--- src/sv/trpg_pkg.sv ---
`default_nettype none
package trpg_pkg;

  localparam int RingDepthDef = 64;

  // configuration register indexes
  localparam logic [1:0] CFG_LINE_WIDTH   = 2'd0;
  localparam logic [1:0] CFG_RING_ENTRIES = 2'd1;

  localparam logic [30:0] LINE_WIDTH_RST   = 31'd65536;
  localparam logic [6:0]  RING_ENTRIES_RST = 7'd64;

  // thresholds: 0.01 and 0.0025 in Q32.32, 0.99 in Q.30
  localparam logic [63:0]        FWD_MIN_SQ  = 64'd42949673;
  localparam logic [33:0]        CLOSE_SQ    = 34'd10737419;
  localparam logic signed [35:0] DOT_PAR_MIN = 36'sd1063004406;

  typedef enum logic [1:0] {
    ST_APPEND = 2'd0,
    ST_CLOSE  = 2'd1,
    ST_NOPT   = 2'd2
  } status_e;

  typedef enum logic [4:0] {
    S_IDLE, S_SQ_M, S_SQ_W, S_CHK_S, S_R1, S_N_M, S_N_W, S_DOT_M, S_DOT_W,
    S_CHK_DOT, S_CR_M, S_CR_W, S_S2_M, S_S2_W, S_R2_GO, S_R2, S_U_M, S_U_W,
    S_PP_M, S_PP_W, S_PAR, S_TB, S_CL_M, S_CL_W, S_CL_CHK, S_FIN
  } state_e;

  typedef enum logic [1:0] {
    RS_IDLE, RS_DIV, RS_SQRT, RS_DONE
  } rsq_state_e;

endpackage
`default_nettype wire

--- src/sv/trpg_rsqrt.sv ---
`default_nettype none
// floor(2^32 / sqrt(s)): restoring divide of 2^64 by s, then digit-by-digit root
module trpg_rsqrt
  import trpg_pkg::*;
(
  input  wire logic        clk_i,
  input  wire logic        rst_ni,
  input  wire logic        start_i,
  input  wire logic [63:0] s_i,
  output logic             done_o,
  output logic [31:0]      root_o
);

  rsq_state_e  state_q, state_d;
  logic [6:0]  cnt_q, cnt_d;
  logic [63:0] den_q, den_d;
  logic [63:0] rem_q, rem_d;
  logic [65:0] rad_q, rad_d;
  logic [35:0] srem_q, srem_d;
  logic [32:0] sroot_q, sroot_d;
  logic [31:0] res_q, res_d;

  logic [64:0] dshift;
  logic [35:0] sshift;
  logic [35:0] trial;

  always_ff @(posedge clk_i or negedge rst_ni) begin
    if (!rst_ni) begin
      state_q <= RS_IDLE;
      cnt_q   <= '0;
    end else begin
      state_q <= state_d;
      cnt_q   <= cnt_d;
    end
  end

  always_ff @(posedge clk_i) begin
    den_q   <= den_d;
    rem_q   <= rem_d;
    rad_q   <= rad_d;
    srem_q  <= srem_d;
    sroot_q <= sroot_d;
    res_q   <= res_d;
  end

  always_comb begin
    state_d = state_q;
    cnt_d   = cnt_q;
    den_d   = den_q;
    rem_d   = rem_q;
    rad_d   = rad_q;
    srem_d  = srem_q;
    sroot_d = sroot_q;
    res_d   = res_q;
    dshift  = {rem_q, (cnt_q == 7'd64)};
    sshift  = {srem_q[33:0], rad_q[65:64]};
    trial   = {1'b0, sroot_q, 2'b01};
    done_o  = 1'b0;
    case (state_q)
      RS_IDLE: begin
        if (start_i) begin
          if (s_i == '0) begin
            res_d   = '0;
            state_d = RS_DONE;
          end else begin
            den_d   = s_i;
            rem_d   = '0;
            rad_d   = '0;
            cnt_d   = 7'd64;
            state_d = RS_DIV;
          end
        end
      end
      RS_DIV: begin
        // quotient bits shift into rad
        if (dshift >= {1'b0, den_q}) begin
          rem_d = 64'(dshift - {1'b0, den_q});
          rad_d = {rad_q[64:0], 1'b1};
        end else begin
          rem_d = dshift[63:0];
          rad_d = {rad_q[64:0], 1'b0};
        end
        if (cnt_q == '0) begin
          srem_d  = '0;
          sroot_d = '0;
          cnt_d   = 7'd32;
          state_d = RS_SQRT;
        end else begin
          cnt_d = cnt_q - 7'd1;
        end
      end
      RS_SQRT: begin
        rad_d = {rad_q[63:0], 2'b00};
        if (sshift >= trial) begin
          srem_d  = sshift - trial;
          sroot_d = {sroot_q[31:0], 1'b1};
        end else begin
          srem_d  = sshift;
          sroot_d = {sroot_q[31:0], 1'b0};
        end
        if (cnt_q == '0) begin
          res_d   = sroot_d[32] ? 32'hFFFF_FFFF : sroot_d[31:0];
          state_d = RS_DONE;
        end else begin
          cnt_d = cnt_q - 7'd1;
        end
      end
      RS_DONE: begin
        done_o  = 1'b1;
        state_d = RS_IDLE;
      end
      default: state_d = RS_IDLE;
    endcase
  end

  assign root_o = res_q;

endmodule
`default_nettype wire

--- config.mk ---
export PLATFORM = sky130hd
export DESIGN_NAME = trpg_rsqrt
export DESIGN_NICKNAME = d
export VERILOG_FILES = /design/src/sv/trpg_pkg.sv /design/src/sv/trpg_rsqrt.sv
export SDC_FILE = /design/constraint.sdc
export NUM_CORES = 1
export LEC_CHECK = 0
export ABC_CLOCK_PERIOD_IN_PS = 12500
export BUFFER_PORTS_ARGS = -buffer_cell sky130_fd_sc_hd__buf_4
export CORE_MARGIN = 2
export CORE_UTILIZATION = 35
export DETAILED_ROUTE_END_ITERATION = 8
export PLACE_DENSITY_LB_ADDON = 0.08
export SYNTH_ARGS = -nofsm -noshare
export SYNTH_HDL_FRONTEND = slang
export SYNTH_SLANG_ARGS = --single-unit
--- constraint.sdc ---
create_clock -name clk_i -period 12.5 [get_ports clk_i]
set_input_delay 2.5 -clock clk_i [delete_from_list [all_inputs] [get_ports clk_i]]
set_output_delay 2.5 -clock clk_i [all_outputs]
set_load 0.05 [all_outputs]
==> impl_metrics.tcl <==
set metrics [dict create \
    outcome "finished clean" \
    worst_ir_drop_vdd_mv 0.1074 \
    cts_buffers 38 \
    port_buffers 99 \
    critPathTopFamily "compound AO/OA/AOI/OAI gates" \
    cp-startpoint "cnt_q[2]" \
    worst_slew_pin_slew_ns 1.105 \
    track_usage_pct 17.52 \
    die_w_microns 230.7 \
    clockRootBuffer "clkbuf_16" \
    synth-seq-cells 302 \
    async_reset_ff_share_pct 2.980 \
    netlist_instances 1765 \
    synth_ff_type "edfxtp_1" \
    vias 13440 \
    rsz0062_at_grt "false" \
    grt_pass1_vias 13160 \
    diodes 0 \
    reg2reg_depth 16 \
    cts_resized 0 \
    path_cells "or3_1 > or3b_2 > inv_1 > nand2_1 > ha_1 > nor2b_1 > o211ai_1 > a21oi_1 > a211oi_1 > o31ai_2 > a21oi_2 > o31a_2 > o21ai_4 > buf_4 > o2111ai_1 > a21oi_1" \
    path_max_fanout 52 \
    die_y_microns 230.7 \
    clkSinkCount 302 \
    place_area_sq_um 19340 \
    required_ns 12.90 \
    grt_first_pass_wirelength_mm 74.46 \
    crit_end "rem_q[55]" \
    firstDrtPassIters 5 \
    slew_viol_final 0 \
    synth_top_area_share_pct 48.89 \
    cts_tree "yes" \
    reg2reg_slack_ns 6.93 \
    layout-drive-gt1-share_pct 10.66 \
    htree_levels 2 \
    cp-start-kind "register" \
    cp.depth 16 \
    detailed_place_hpwl_mm 32.10 \
    final_area_sq_um 20530 \
    hold_violations 0 \
    netlist_area_sq_um 17990 \
    end_kind "register" \
    postCtsSetupBuffers 0 \
    drt_wl_total_mm 46.44 \
    place_congestion 0.8526 \
    max-clock-path-buffers 3 \
    skew_ns 0.01302 \
    syn_to_final_growth_pct 14.10 \
    pre_cts_ws_ns 6.565 \
    min_period_ns 5.568 \
    ys_warn_count 0 \
    drt_iter0_markers 886 \
    arrival_ns 5.97 \
    drcViolationCount 0 \
    ios 100 \
    synth.avg_cell_area_sq_um 10.20 \
    core_area_sq_um 51090 \
    synth_area_leader_cell "edfxtp_1" \
    fp-row-count 83 \
    cap_violations 0 \
    yosys-top-cells-area "edfxtp_1 49%, ha_1 7.2%, a21oi_1 5.2%" \
    path_clk_slew_ns 0.06 \
    crit_path_frequent_cell "a21oi_1" \
    final_nets 2002 \
    slowest_stage "buf_4" \
    initial_core_util_pct 35.22 \
    insertion_delay_ns 0.57 \
    timing.rr.end "rem_q[55]" \
    num-fill-cells 5141 \
    synth_edf_count 293 \
    dieArea_sq_um 53240 \
    crit_buf_inv 2 \
    syn-num-nets 1937 \
    routedWlPerCell_microns 18.30 \
    p_leak_nw 8.099 \
    p_per_area_nw_per_um2 106.5 \
    yosysUniqueCellTypes 77 \
    layout_commonest_cell "edfxtp_1" \
    fmax_mhz 179.6 \
    crit_type "register to register" \
    ys_seq_area_share_pct 50.15 \
    postRouteAntennaNets 0 \
    setup_tns_ns 0 \
    hold_path_class "register to register" \
    viasPerCell 5.298 \
    setup_slack_ns 6.932 \
    holdBufCountCts 0 \
    max_slew_margin_pct 25.66 \
    mostFrequentLayoutCells "293 x edfxtp_1, 188 x nand2_1, 185 x a21oi_1, 138 x nor2_1, 137 x inv_1" \
    critPathMaxStageDelay_ns 0.59 \
    antenna_found_initial 2 \
    finalCritPeriodShare_pct 44.55 \
    grt.overflow.total 0 \
    grt_max_degree 95 \
    r2r_start "cnt_q[2]" \
    setup_viol 0 \
]
## worst min-delay path by stage
| stage | depth (start not counted) | slack (ns) | end | start |
|---|---|---|---|---|
| global placement | 1 | 0.50 | cnt_q[5] | cnt_q[5] |
| CTS | 1 | 0.52 | cnt_q[5] | cnt_q[5] |
| detailed placement | 1 | 0.51 | cnt_q[5] | cnt_q[5] |
| global route | 1 | 0.55 | cnt_q[5] | cnt_q[5] |
| floorplan | 1 | 0.48 | cnt_q[5] | cnt_q[5] |
| finish | 1 | 0.52 | cnt_q[5] | cnt_q[5] |
## worst register-to-register path, stage by stage, from the launching register on
cell and delay [ns]:
dfrtp_1 0.41, or3_1 0.40, or3b_2 0.47, inv_1 0.15
nand2_1 0.09, ha_1 0.23, nor2b_1 0.15, o211ai_1 0.14
a21oi_1 0.40, a211oi_1 0.29, o31ai_2 0.48, a21oi_2 0.19
o31a_2 0.42, o21ai_4 0.51, buf_4 0.59, o2111ai_1 0.29
a21oi_1 0.20
## flip-flops by register name, indices dropped and copies added, names as in the netlist
signal / flops
root_o: 32
sroot_q: 33
state_q: 2
cnt_q: 7
srem_q: 34
den_q: 64
rem_q: 64
rad_q: 66
## logic make-up after synthesis
logic type / count (synthesis) / synth area share, %
flip-flops: 302 / 50.15
AND/OR/NAND/NOR: 496 / 12.57
buffers and inverters: 226 / 5.131
multiplexers: 27 / 1.502
XOR/XNOR: 83 / 4.040
adder cells (fa/ha/maj): 105 / 7.343
AO/OA/AOI/OAI: 526 / 19.27
## synthesized netlist by cell type (6+ instances only)
cell,n
and2_1,11
o21ai_0,74
a21o_1,44
and4_1,10
nor2b_1,6
ha_1,104
a211oi_1,27
nor2_1,140
nand2b_1,9
nor4_1,21
o21bai_1,16
buf_2,11
xnor2_1,63
dfrtp_1,9
nand2_1,188
a22o_1,64
nor3_1,20
o22ai_1,8
a31oi_1,12
mux2i_1,27
buf_6,7
o21a_1,18
nand4_1,27
edfxtp_1,293
a21oi_1,186
inv_1,140
and3_1,16
clkbuf_1,61
nand3_1,32
xor2_1,20
## routing by layer
| metal | part of all wire (%) | vias to the layer above | global-route usage, % |
|---|---|---|---|
| met5 | 0.056 | - | 0 |
| met4 | 2.2 | 4 | 4.536 |
| met3 | 4.0 | 62 | 3.137 |
| met2 | 43 | 224 | 26.04 |
| met1 | 51 | 6517 | 26.16 |
| li1 | - | 6635 | - |
## area by class of cell
cell class | instances | area [sq um] | share of cell area (%)
clock inverter | 20 | 186.4 | 0.9080
inverter | 141 | 530.5 | 2.584
sequential | 302 | 9024 | 43.95
tap | 680 | 850.8 | 4.144
multi-input combinational | 1237 | 8109 | 39.49
clock buffer | 47 | 1006 | 4.899
timing repair buffer | 110 | 825.8 | 4.022
## report_power, final
part / internal, mW / switching (mW)
sequential: 1.10 / 0
combinational: 0.0138 / 0.00901
clock: 0.617 / 0.451
total: 1.73 / 0.460
## metrics by stage
stage / util, % / hold WS (ns) / std cells / total power, mW
2_1_floorplan: - / 0.4752 / 1765 / 1.119
3_3_place_gp: 37.85 / 0.4969 / 2470 / 1.140
3_5_place_dp: 37.85 / 0.5058 / 2470 / 1.141
4_1_cts: 40.19 / 0.5214 / 2537 / 2.228
5_1_grt: 40.19 / 0.5469 / 2537 / 2.267
6_report: 40.19 / 0.5201 / 2537 / 2.188
No activity file was read; power rests on OpenSTA's default activity.
